**src/sv/tmeta_pkg.sv**
```systemverilog
// Shared types and constants for the throughput meter with remaining-time estimate.
package tmeta_pkg;

    localparam int WINDOW_BINS_DEF = 50;
    localparam int INTERVAL_RST    = 100;

    localparam int OP_W     = 2;
    localparam int BIN_W    = 32;
    localparam int BYTES_W  = 48;
    localparam int SPEED_W  = 42;
    localparam int DAYS_W   = 32;
    localparam int HOURS_W  = 5;
    localparam int MINS_W   = 6;
    localparam int SECS_W   = 6;
    localparam int IVL_W    = 16;

    localparam int DIV_W    = 48;
    localparam int DCNT_W   = 6;
    localparam int REM_DAY_W = 17;
    localparam int REM_HR_W  = 12;

    localparam int MS_PER_S   = 1000;
    localparam int S_PER_DAY  = 86400;
    localparam int S_PER_HOUR = 3600;
    localparam int S_PER_MIN  = 60;

    localparam logic [OP_W-1:0] OP_ADD  = 2'd0;
    localparam logic [OP_W-1:0] OP_SET  = 2'd1;
    localparam logic [OP_W-1:0] OP_TICK = 2'd2;

    typedef struct packed {
        logic [OP_W-1:0]    op;
        logic [BIN_W-1:0]   amount;
        logic [BYTES_W-1:0] received_bytes;
        logic [BYTES_W-1:0] total_bytes;
    } in_t;

    typedef struct packed {
        logic [SPEED_W-1:0] speed;
        logic               eta_known;
        logic [BYTES_W-1:0] eta_seconds;
        logic [DAYS_W-1:0]  eta_days;
        logic [HOURS_W-1:0] eta_hours;
        logic [MINS_W-1:0]  eta_minutes;
        logic [SECS_W-1:0]  eta_secs_shown;
    } out_t;

    typedef struct packed {
        logic              start;
        logic [DIV_W-1:0]  dividend;
        logic [DIV_W-1:0]  divisor;
        logic [DCNT_W-1:0] nbits;
    } div_req_t;

    typedef struct packed {
        logic             done;
        logic [DIV_W-1:0] quot;
        logic [DIV_W-1:0] rem;
    } div_rsp_t;

endpackage

```
**src/sv/tmeta_ring.sv**
```systemverilog
// Bin ring storage: one write port, one registered read port.
module tmeta_ring #(
    parameter int DEPTH  = tmeta_pkg::WINDOW_BINS_DEF,
    parameter int ADDR_W = (DEPTH > 1) ? $clog2(DEPTH) : 1
) (
    input  logic                       aclk,
    input  logic                       wr_en,
    input  logic [ADDR_W-1:0]          wr_addr,
    input  logic [tmeta_pkg::BIN_W-1:0] wr_data,
    input  logic                       rd_en,
    input  logic [ADDR_W-1:0]          rd_addr,
    output logic [tmeta_pkg::BIN_W-1:0] rd_data
);

    logic [tmeta_pkg::BIN_W-1:0] mem [DEPTH];
    logic [tmeta_pkg::BIN_W-1:0] rd_data_reg;

    always_ff @(posedge aclk) begin
        if (wr_en) begin
            mem[wr_addr] <= wr_data;
        end
    end

    always_ff @(posedge aclk) begin
        if (rd_en) begin
            rd_data_reg <= mem[rd_addr];
        end
    end

    assign rd_data = rd_data_reg;

endmodule

```
**src/sv/tmeta_div.sv**
```systemverilog
// Shared radix-2 restoring divider, one quotient bit per cycle.
module tmeta_div (
    input  logic                aclk,
    input  logic                aresetn,
    input  tmeta_pkg::div_req_t req,
    output tmeta_pkg::div_rsp_t rsp
);

    localparam int W = tmeta_pkg::DIV_W;

    logic [W-1:0]                  q_reg, q_next;
    logic [W-1:0]                  r_reg, r_next;
    logic [W-1:0]                  d_reg, d_next;
    logic [tmeta_pkg::DCNT_W-1:0]  cnt_reg, cnt_next;
    logic                          busy_reg, busy_next;
    logic                          done_reg, done_next;
    logic [W:0]                    trial;
    logic [W:0]                    diff;
    logic                          ge;

    always_comb begin
        trial     = {r_reg, q_reg[W-1]};
        diff      = trial - {1'b0, d_reg};
        ge        = (trial >= {1'b0, d_reg});
        q_next    = q_reg;
        r_next    = r_reg;
        d_next    = d_reg;
        cnt_next  = cnt_reg;
        busy_next = busy_reg;
        done_next = 1'b0;
        if (req.start) begin
            q_next    = req.dividend << (tmeta_pkg::DCNT_W'(W) - req.nbits);
            r_next    = '0;
            d_next    = req.divisor;
            cnt_next  = req.nbits;
            busy_next = 1'b1;
        end else if (busy_reg) begin
            r_next   = ge ? diff[W-1:0] : trial[W-1:0];
            q_next   = {q_reg[W-2:0], ge};
            cnt_next = cnt_reg - 1'b1;
            if (cnt_reg == tmeta_pkg::DCNT_W'(1)) begin
                busy_next = 1'b0;
                done_next = 1'b1;
            end
        end
    end

    always_ff @(posedge aclk) begin
        q_reg   <= q_next;
        r_reg   <= r_next;
        d_reg   <= d_next;
        cnt_reg <= cnt_next;
        if (!aresetn) begin
            busy_reg <= 1'b0;
            done_reg <= 1'b0;
        end else begin
            busy_reg <= busy_next;
            done_reg <= done_next;
        end
    end

    assign rsp.done = done_reg;
    assign rsp.quot = q_reg;
    assign rsp.rem  = r_reg;

endmodule

```
**src/sv/throughput_meter_with_eta.sv**
```systemverilog
// Top level: windowed throughput meter with remaining-time estimate.
//
// Add and set requests are applied in the idle state. A tick request pushes the current bin
// into a ring held in one synchronous memory, then runs up to four divisions on one shared
// bit-serial divider, one quotient bit per cycle: window average, bytes per second and,
// only when the remaining time is known, whole days as the remaining bytes over speed
// times 86400 and the seconds of the last day as the leftover bytes over speed. Hours and
// minutes follow from reciprocal multiplications and seconds from a subtraction, one step
// per cycle. No new request is taken during a tick; a finished result waits in the output
// register without blocking further requests, but holds the next tick in its output state
// until it is taken. Ring entries not yet written are masked by the fill count, so there
// is no clearing pass after reset.
module throughput_meter_with_eta #(
    parameter int WINDOW_BINS = tmeta_pkg::WINDOW_BINS_DEF
) (
    input  logic                            aclk,
    input  logic                            aresetn,
    input  logic                            s_valid,
    output logic                            s_ready,
    input  tmeta_pkg::in_t                  s_data,
    output logic                            m_valid,
    input  logic                            m_ready,
    output tmeta_pkg::out_t                 m_data,
    input  logic                            cfg_wr_en,
    input  logic [tmeta_pkg::IVL_W-1:0]     cfg_wr_data
);

    localparam int POS_W  = (WINDOW_BINS > 1) ? $clog2(WINDOW_BINS) : 1;
    localparam int CNT_W  = $clog2(WINDOW_BINS + 1);
    localparam int SUM_W  = tmeta_pkg::BIN_W + CNT_W;
    localparam int BIN_W  = tmeta_pkg::BIN_W;
    localparam int BYT_W  = tmeta_pkg::BYTES_W;
    localparam int SPD_W  = tmeta_pkg::SPEED_W;
    localparam int DIV_W  = tmeta_pkg::DIV_W;
    localparam int DCNT_W = tmeta_pkg::DCNT_W;
    localparam int RD_W   = tmeta_pkg::REM_DAY_W;
    localparam int RH_W   = tmeta_pkg::REM_HR_W;
    localparam int DAYD_W = SPD_W + RD_W;

    // x / 3600 = ((x >> 4) * 9321) >> 21 for x < 86400
    localparam int HR_RCP = 9321;
    localparam int HR_SH  = 21;
    localparam int HRP_W  = 27;
    // x / 60 = ((x >> 2) * 1093) >> 14 for x < 3600
    localparam int MN_RCP = 1093;
    localparam int MN_SH  = 14;
    localparam int MNP_W  = 21;

    localparam logic [3:0] ST_IDLE = 4'd0;
    localparam logic [3:0] ST_RD   = 4'd1;
    localparam logic [3:0] ST_AVG  = 4'd2;
    localparam logic [3:0] ST_MUL  = 4'd3;
    localparam logic [3:0] ST_SPD  = 4'd4;
    localparam logic [3:0] ST_CHK  = 4'd5;
    localparam logic [3:0] ST_ETA  = 4'd6;
    localparam logic [3:0] ST_DAY  = 4'd7;
    localparam logic [3:0] ST_HR   = 4'd8;
    localparam logic [3:0] ST_MIN  = 4'd9;
    localparam logic [3:0] ST_OUT  = 4'd10;
    localparam logic [3:0] ST_SEC  = 4'd11;
    localparam logic [3:0] ST_SCS  = 4'd12;

    logic [3:0]                      state_reg, state_next;
    logic                            pend_reg, pend_next;
    logic [POS_W-1:0]                pos_reg, pos_next;
    logic [CNT_W-1:0]                fill_reg, fill_next;
    logic [BIN_W-1:0]                cur_bin_reg, cur_bin_next;
    logic [SUM_W-1:0]                sum_reg, sum_next;
    logic [BYT_W-1:0]                got_reg, got_next;
    logic [BYT_W-1:0]                want_reg, want_next;
    logic [tmeta_pkg::IVL_W-1:0]     ivl_reg, ivl_next;
    logic [BIN_W-1:0]                avg_reg, avg_next;
    logic [SPD_W-1:0]                prod_reg, prod_next;
    logic [SPD_W-1:0]                speed_reg, speed_next;
    logic                            known_reg, known_next;
    logic [BYT_W-1:0]                t_reg, t_next;
    logic [tmeta_pkg::DAYS_W-1:0]    days_reg, days_next;
    logic [tmeta_pkg::HOURS_W-1:0]   hours_reg, hours_next;
    logic [tmeta_pkg::MINS_W-1:0]    mins_reg, mins_next;
    logic [tmeta_pkg::SECS_W-1:0]    secs_reg, secs_next;
    logic [RD_W-1:0]                 rem_reg, rem_next;
    logic                            m_valid_reg, m_valid_next;
    tmeta_pkg::out_t                 m_data_reg, m_data_next;

    tmeta_pkg::div_req_t             div_req;
    tmeta_pkg::div_rsp_t             div_rsp;

    logic                            accept;
    logic                            full;
    logic                            ring_rd_en;
    logic                            ring_wr_en;
    logic [BIN_W-1:0]                ring_rd_data;
    logic [BIN_W-1:0]                old_bin;
    logic [BIN_W:0]                  add_sum;
    logic [BYT_W-1:0]                remaining;
    logic [tmeta_pkg::IVL_W-1:0]     ivl_eff;
    logic                            div_state;
    logic [tmeta_pkg::SECS_W-1:0]    secs_shown;
    logic [DAYD_W-1:0]               day_div;
    logic                            day_ovf;
    logic [HRP_W-1:0]                hr_prod;
    logic [MNP_W-1:0]                min_prod;
    logic [RH_W-1:0]                 sec_diff;

    tmeta_ring #(
        .DEPTH  (WINDOW_BINS),
        .ADDR_W (POS_W)
    ) u_ring (
        .aclk    (aclk),
        .wr_en   (ring_wr_en),
        .wr_addr (pos_reg),
        .wr_data (cur_bin_reg),
        .rd_en   (ring_rd_en),
        .rd_addr (pos_reg),
        .rd_data (ring_rd_data)
    );

    tmeta_div u_div (
        .aclk    (aclk),
        .aresetn (aresetn),
        .req     (div_req),
        .rsp     (div_rsp)
    );

    assign s_ready    = (state_reg == ST_IDLE);
    assign accept     = s_valid && s_ready;
    assign full       = (fill_reg == CNT_W'(WINDOW_BINS));
    assign ring_rd_en = accept && (s_data.op == tmeta_pkg::OP_TICK);
    assign ring_wr_en = (state_reg == ST_RD);
    assign old_bin    = full ? ring_rd_data : '0;
    assign add_sum    = {1'b0, cur_bin_reg} + {1'b0, s_data.amount};
    assign remaining  = (want_reg > got_reg) ? (want_reg - got_reg) : '0;
    assign ivl_eff    = (ivl_reg == '0) ? tmeta_pkg::IVL_W'(1) : ivl_reg;
    assign div_state  = (state_reg == ST_AVG) || (state_reg == ST_SPD) ||
                        (state_reg == ST_ETA) || (state_reg == ST_DAY);
    assign secs_shown = (mins_reg != '0) ? '0 :
                        ((secs_reg == '0) ? tmeta_pkg::SECS_W'(1) : secs_reg);
    assign day_div    = DAYD_W'(speed_reg) * DAYD_W'(tmeta_pkg::S_PER_DAY);
    assign day_ovf    = |day_div[DAYD_W-1:BYT_W];
    assign hr_prod    = HRP_W'(rem_reg[RD_W-1:4]) * HRP_W'(HR_RCP);
    assign min_prod   = MNP_W'(rem_reg[RH_W-1:2]) * MNP_W'(MN_RCP);
    assign sec_diff   = rem_reg[RH_W-1:0] - RH_W'(mins_reg) * RH_W'(tmeta_pkg::S_PER_MIN);

    always_comb begin
        div_req.start    = div_state && !pend_reg;
        div_req.dividend = '0;
        div_req.divisor  = DIV_W'(1);
        div_req.nbits    = DCNT_W'(DIV_W);
        unique case (state_reg)
            ST_AVG: begin
                div_req.dividend = DIV_W'(sum_reg);
                div_req.divisor  = DIV_W'(fill_reg);
                div_req.nbits    = DCNT_W'(SUM_W);
            end
            ST_SPD: begin
                div_req.dividend = DIV_W'(prod_reg);
                div_req.divisor  = DIV_W'(ivl_eff);
                div_req.nbits    = DCNT_W'(SPD_W);
            end
            ST_ETA: begin
                div_req.dividend = remaining;
                div_req.divisor  = day_ovf ? '1 : day_div[DIV_W-1:0];
            end
            ST_DAY: begin
                div_req.dividend = t_reg;
                div_req.divisor  = DIV_W'(speed_reg);
            end
            default: begin
            end
        endcase
    end

    always_comb begin
        state_next   = state_reg;
        pend_next    = pend_reg;
        pos_next     = pos_reg;
        fill_next    = fill_reg;
        cur_bin_next = cur_bin_reg;
        sum_next     = sum_reg;
        got_next     = got_reg;
        want_next    = want_reg;
        ivl_next     = cfg_wr_en ? cfg_wr_data : ivl_reg;
        avg_next     = avg_reg;
        prod_next    = prod_reg;
        speed_next   = speed_reg;
        known_next   = known_reg;
        t_next       = t_reg;
        days_next    = days_reg;
        hours_next   = hours_reg;
        mins_next    = mins_reg;
        secs_next    = secs_reg;
        rem_next     = rem_reg;
        m_valid_next = m_valid_reg && !m_ready;
        m_data_next  = m_data_reg;

        if (div_req.start) begin
            pend_next = 1'b1;
        end else if (div_rsp.done) begin
            pend_next = 1'b0;
        end

        unique case (state_reg)
            ST_IDLE: begin
                if (accept) begin
                    unique case (s_data.op)
                        tmeta_pkg::OP_ADD: begin
                            cur_bin_next = add_sum[BIN_W] ? '1 : add_sum[BIN_W-1:0];
                        end
                        tmeta_pkg::OP_SET: begin
                            got_next  = s_data.received_bytes;
                            want_next = s_data.total_bytes;
                        end
                        tmeta_pkg::OP_TICK: begin
                            state_next = ST_RD;
                        end
                        default: begin
                        end
                    endcase
                end
            end
            ST_RD: begin
                sum_next     = sum_reg - SUM_W'(old_bin) + SUM_W'(cur_bin_reg);
                cur_bin_next = '0;
                pos_next     = (pos_reg == POS_W'(WINDOW_BINS - 1)) ? '0 : pos_reg + 1'b1;
                if (!full) begin
                    fill_next = fill_reg + 1'b1;
                end
                state_next = ST_AVG;
            end
            ST_AVG: begin
                if (pend_reg && div_rsp.done) begin
                    avg_next   = div_rsp.quot[BIN_W-1:0];
                    state_next = ST_MUL;
                end
            end
            ST_MUL: begin
                prod_next  = SPD_W'(avg_reg) * SPD_W'(tmeta_pkg::MS_PER_S);
                state_next = ST_SPD;
            end
            ST_SPD: begin
                if (pend_reg && div_rsp.done) begin
                    speed_next = div_rsp.quot[SPD_W-1:0];
                    state_next = ST_CHK;
                end
            end
            ST_CHK: begin
                known_next = (want_reg != '0) && (speed_reg != '0);
                state_next = ((want_reg != '0) && (speed_reg != '0)) ? ST_ETA : ST_OUT;
            end
            ST_ETA: begin
                if (pend_reg && div_rsp.done) begin
                    days_next  = day_ovf ? '0 : div_rsp.quot[tmeta_pkg::DAYS_W-1:0];
                    t_next     = day_ovf ? remaining : div_rsp.rem;
                    state_next = ST_DAY;
                end
            end
            ST_DAY: begin
                if (pend_reg && div_rsp.done) begin
                    rem_next   = div_rsp.quot[RD_W-1:0];
                    state_next = ST_HR;
                end
            end
            ST_HR: begin
                hours_next = hr_prod[HR_SH +: tmeta_pkg::HOURS_W];
                t_next     = BYT_W'(days_reg) * BYT_W'(tmeta_pkg::S_PER_DAY) + BYT_W'(rem_reg);
                state_next = ST_MIN;
            end
            ST_MIN: begin
                rem_next   = rem_reg - RD_W'(hours_reg) * RD_W'(tmeta_pkg::S_PER_HOUR);
                state_next = ST_SEC;
            end
            ST_SEC: begin
                mins_next  = min_prod[MN_SH +: tmeta_pkg::MINS_W];
                state_next = ST_SCS;
            end
            ST_SCS: begin
                secs_next  = sec_diff[tmeta_pkg::SECS_W-1:0];
                state_next = ST_OUT;
            end
            ST_OUT: begin
                if (!m_valid_reg || m_ready) begin
                    m_valid_next               = 1'b1;
                    m_data_next.speed          = speed_reg;
                    m_data_next.eta_known      = known_reg;
                    m_data_next.eta_seconds    = known_reg ? t_reg : '0;
                    m_data_next.eta_days       = known_reg ? days_reg : '0;
                    m_data_next.eta_hours      = known_reg ? hours_reg : '0;
                    m_data_next.eta_minutes    = known_reg ? mins_reg : '0;
                    m_data_next.eta_secs_shown = known_reg ? secs_shown : '0;
                    state_next                 = ST_IDLE;
                end
            end
            default: begin
                state_next = ST_IDLE;
            end
        endcase
    end

    always_ff @(posedge aclk) begin
        avg_reg    <= avg_next;
        prod_reg   <= prod_next;
        speed_reg  <= speed_next;
        known_reg  <= known_next;
        t_reg      <= t_next;
        days_reg   <= days_next;
        hours_reg  <= hours_next;
        mins_reg   <= mins_next;
        secs_reg   <= secs_next;
        rem_reg    <= rem_next;
        m_data_reg <= m_data_next;
        if (!aresetn) begin
            state_reg   <= ST_IDLE;
            pend_reg    <= 1'b0;
            pos_reg     <= '0;
            fill_reg    <= '0;
            cur_bin_reg <= '0;
            sum_reg     <= '0;
            got_reg     <= '0;
            want_reg    <= '0;
            ivl_reg     <= tmeta_pkg::IVL_W'(tmeta_pkg::INTERVAL_RST);
            m_valid_reg <= 1'b0;
        end else begin
            state_reg   <= state_next;
            pend_reg    <= pend_next;
            pos_reg     <= pos_next;
            fill_reg    <= fill_next;
            cur_bin_reg <= cur_bin_next;
            sum_reg     <= sum_next;
            got_reg     <= got_next;
            want_reg    <= want_next;
            ivl_reg     <= ivl_next;
            m_valid_reg <= m_valid_next;
        end
    end

    assign m_valid = m_valid_reg;
    assign m_data  = m_data_reg;

    a_fill_bound: assert property (@(posedge aclk) disable iff (!aresetn)
        fill_reg <= CNT_W'(WINDOW_BINS) && pos_reg < POS_W'(WINDOW_BINS))
        else $error("fill count or ring position out of range");

    a_result_from_tick: assert property (@(posedge aclk) disable iff (!aresetn)
        $rose(m_valid) |-> $past(state_reg) == ST_OUT)
        else $error("result raised outside the output state");

    a_unknown_zero: assert property (@(posedge aclk) disable iff (!aresetn)
        m_valid && !m_data.eta_known |-> m_data.eta_seconds == '0 && m_data.eta_days == '0)
        else $error("unknown remaining time carries nonzero fields");

    a_ring_write: assert property (@(posedge aclk) disable iff (!aresetn)
        ring_wr_en |-> $past(ring_rd_en))
        else $error("ring written without the preceding read");

endmodule

```
**config.mk**
```make
export PLATFORM = sky130hd
export DESIGN_NAME = throughput_meter_with_eta
export DESIGN_NICKNAME = d
export VERILOG_FILES = /design/src/sv/tmeta_pkg.sv /design/src/sv/tmeta_ring.sv /design/src/sv/tmeta_div.sv /design/src/sv/throughput_meter_with_eta.sv
export SDC_FILE = /design/constraint.sdc
export NUM_CORES = 2
export LEC_CHECK = 0
export BUFFER_PORTS_ARGS = -buffer_cell sky130_fd_sc_hd__buf_2
export CORE_UTILIZATION = 43
export DETAILED_ROUTE_END_ITERATION = 10
export PLACE_DENSITY = 0.57
export SLEW_MARGIN = 20
export SYNTH_ARGS = -nofsm -noshare
export SYNTH_HDL_FRONTEND = slang
export SYNTH_SLANG_ARGS = --single-unit
```
**constraint.sdc**
```tcl
create_clock -name aclk -period 16.7 [get_ports aclk]
set_clock_uncertainty 0.15 [all_clocks]
set_input_delay 3.34 -clock aclk [delete_from_list [all_inputs] [get_ports aclk]]
set_output_delay 3.34 -clock aclk [all_outputs]
set_load 0.02 [all_outputs]
```
==> results.yml <==
sta:
  max_clock_freq_ghz: 0.1254
  worst_pin_slew_ns: 1.149
  fin_crit_sh: 0.4774
  setup_viol: 0
  finalMaxSlewViolations: 0
  finalHoldViolations: 0
  finalSetupTns_ns: 0
  rsz0062_at_grt: "false"
  period_minus_slack_ns: 7.972
  slew_headroom: 0.2331
yosys:
  synth_warnings: 0
  synth.distinct_cells: 94
  netlist_area_um2: 120800
  ys_seq_area_frac: 0.5638
  async_reset_ff_frac: 0
  ys_ff_latch: 2352
  syn_inst: 9723
  synth_flop_cell: "edfxtp_1"
  synth_edf_count: 2102
  syn-num-nets: 10980
  synth_area_per_cell_um2: 12.43
cts:
  cts-resized-gates: 0
  cts_hold_buf: 0
  clock-sinks: 2352
  clk_transition_reported_paths_ns: 0.06
  cts_setup_buffers: 0
  clk_latency_ns: 0.90
  root_buffer: "clkbuf_16"
  htreeDepth: 5
  cts_tree: "yes"
  max-clock-path-buffers: 4
  cts_buffers: 270
drt:
  wl_um: 393700
  drc: 46
  drtAntennaViolNets: 0
  routedWlPerCell_um: 28.24
  via_per_inst: 5.964
  drt_iter0_drc: 9182
  num_vias: 83150
  firstDrtPassIters: 11
critical_path:
  endpoint_kind: "flop"
  crit_required_ns: 17.12
  start_kind: "flop"
  arrival_ns: 8.39
  critPathKind: "reg -> reg"
  critPathMaxFanout: 73
cells_and_area:
  drive_above_1_share: 0.09920
  fin_nets: 11250
  layout_commonest_cell: "edfxtp_1"
  final_util: 0.4862
  design_area_um2: 135900
  syn_to_final_growth_pct: 12.42
  largest_reg_flops: 1600
  final_cells: 13940
  layout_common_cells: "edfxtp_1, inv_1, ha_1"
floorplanning:
  initial_core_util: 0.4325
  core_area_um2: 279400
  fp.dieH_um: 532.1
  fp.dieArea_um2: 283100
  die_w_um: 532.1
  io_pins: 293
  num_rows: 194
run_status:
  violations: "DRC"
  status: "finished, violations left"
place:
  numPlacedInstances: 13440
  dp_hpwl_um: 265900
  place_area_um2: 127100
  place_congestion: 0.9522
  numPortBuffers: 292
global_routing:
  grt_usage: 0.2713
  antenna_found_initial: 37
  grt_pass1_wl_um: 564900
  gr-total-overflow: 0
  grt_start_max_net_pins: 111
  grt_pass1_vias: 81130
power:
  p_per_area_nw_per_um2: 149.5
  finalPower_mw: 20.31
  p_leak_nw: 51.71
  ir_drop_uv: 122.5
hold_path:
  hold_class: "reg -> reg"
run:
  maxCapViolCount: 0
## Yosys cell counts (14+ instances only)
cell type     n  share of area
nor3_1       82         0.0034
or3_1        37         0.0019
nor4_1       44         0.0023
a21o_1      179          0.011
or2_2        18        0.00093
a22o_1      132         0.0096
xnor2_1     191          0.014
inv_1       942          0.029
ha_1        725          0.075
buf_1        77         0.0024
a21boi_0    124         0.0077
a211o_1      16         0.0012
a31oi_1     112         0.0058
a222oi_1     24         0.0020
nor3b_1      16        0.00099
and2_1      175         0.0091
xor2_1      128         0.0093
and3_1       76         0.0039
o21bai_1     57         0.0035
dfxtp_1     250          0.041
a221o_1      25         0.0021
nand2_1     597          0.019
o21ai_0     372          0.015
clkbuf_1    371          0.012
nand3_1     109         0.0045
a21oi_1     479          0.020
o31ai_1      19         0.0012
o221ai_1     27         0.0020
o211ai_1     45         0.0028
nand4_1     158         0.0082
nor2_1      406          0.013
nor2b_1      59         0.0031
a211oi_1     40         0.0025
edfxtp_1   2102           0.52
mux2i_1      87         0.0072
a221oi_1    143          0.010
nand2b_1     58         0.0030
o21a_1       47         0.0029
o2111ai_1    16         0.0012
a41oi_1      21         0.0015
o21ai_1      14        0.00058
a22oi_1     553          0.034
fa_1        383          0.063
## per-layer routing
metal	up-vias	part of all wire	global-route usage
met5	-	0.00028	0
met1	41970	0.41	0.3595
met4	16	0.047	0.1157
met2	3722	0.47	0.4449
li1	36740	-	-
met3	700	0.075	0.03863
## metrics by stage
step | hold slack [ns] | setup WS (ns)
after detailed placement | 0.3090 | 8.843
after global placement | 0.3118 | 8.898
after CTS | 0.3165 | 8.749
final | 0.3137 | 8.728
after floorplan | 0.2762 | 2.898
after global routing | 0.3398 | 8.368
## power by group
group / internal (mW) / total, mW / switching, mW / leakage [nW]
Combinational: 2.07 / 6.35 / 4.28 / 26.2
Clock: 3.44 / 5.87 / 2.43 / 4.21
Sequential: 7.39 / 8.09 / 0.697 / 21.4
Total: 12.9 / 20.3 / 7.41 / 51.7
## final cells by class
class | instances | area, um^2
antenna | 15 | 37.54
clock buffer | 359 | 7325
clock inverter | 123 | 1330
fill | 24670 | 143500
inverter | 944 | 3543
multi-input combinational | 5965 | 47960
sequential | 2352 | 68180
tap | 3724 | 4659
timing repair buffer | 459 | 2818
## critical path, stage by stage (launching register included)
cell and delay [ns]:
edfxtp_1 0.55, ha_1 0.36, inv_1 0.07, fa_1 0.48
inv_1 0.05, fa_1 0.44, ha_1 0.29, inv_1 0.05
fa_1 0.48, inv_1 0.04, ha_1 0.37, a21oi_1 0.17
o21ai_1 0.16, a2111oi_4 0.55, a2111oi_4 0.16, o211ai_2 0.23
a21oi_2 0.10, o311ai_2 0.43, and3b_1 0.23, o221ai_1 0.15
nor4_4 0.18, buf_4 0.43, and2_2 0.23, buf_4 0.70
nor2_1 0.20, a221o_1 0.38
## path summary, 6_finish.rpt
path / start / endpoint / slack (ns) / cells past startpoint
setup reg to reg: speed_reg[3] / t_reg[13] / 8.73 / 25
setup / recovery: speed_reg[3] / t_reg[13] / 8.73 / 25
hold / removal: got_reg[35] / got_reg[35] / 0.31 / 2
hold reg to reg: got_reg[35] / got_reg[35] / 0.31 / 2
## kinds of logic after synthesis
kind of cell / Yosys count / share of synthesized area
mux: 92 / 0.007673
xor+xnor: 319 / 0.02312
fa+ha+maj: 1108 / 0.1385
buf+inv: 1406 / 0.04400
simple gates: 1888 / 0.07623
flops: 2352 / 0.5638
compound gates: 2558 / 0.1467
Note: power is estimated with default switching activity, not from simulation.
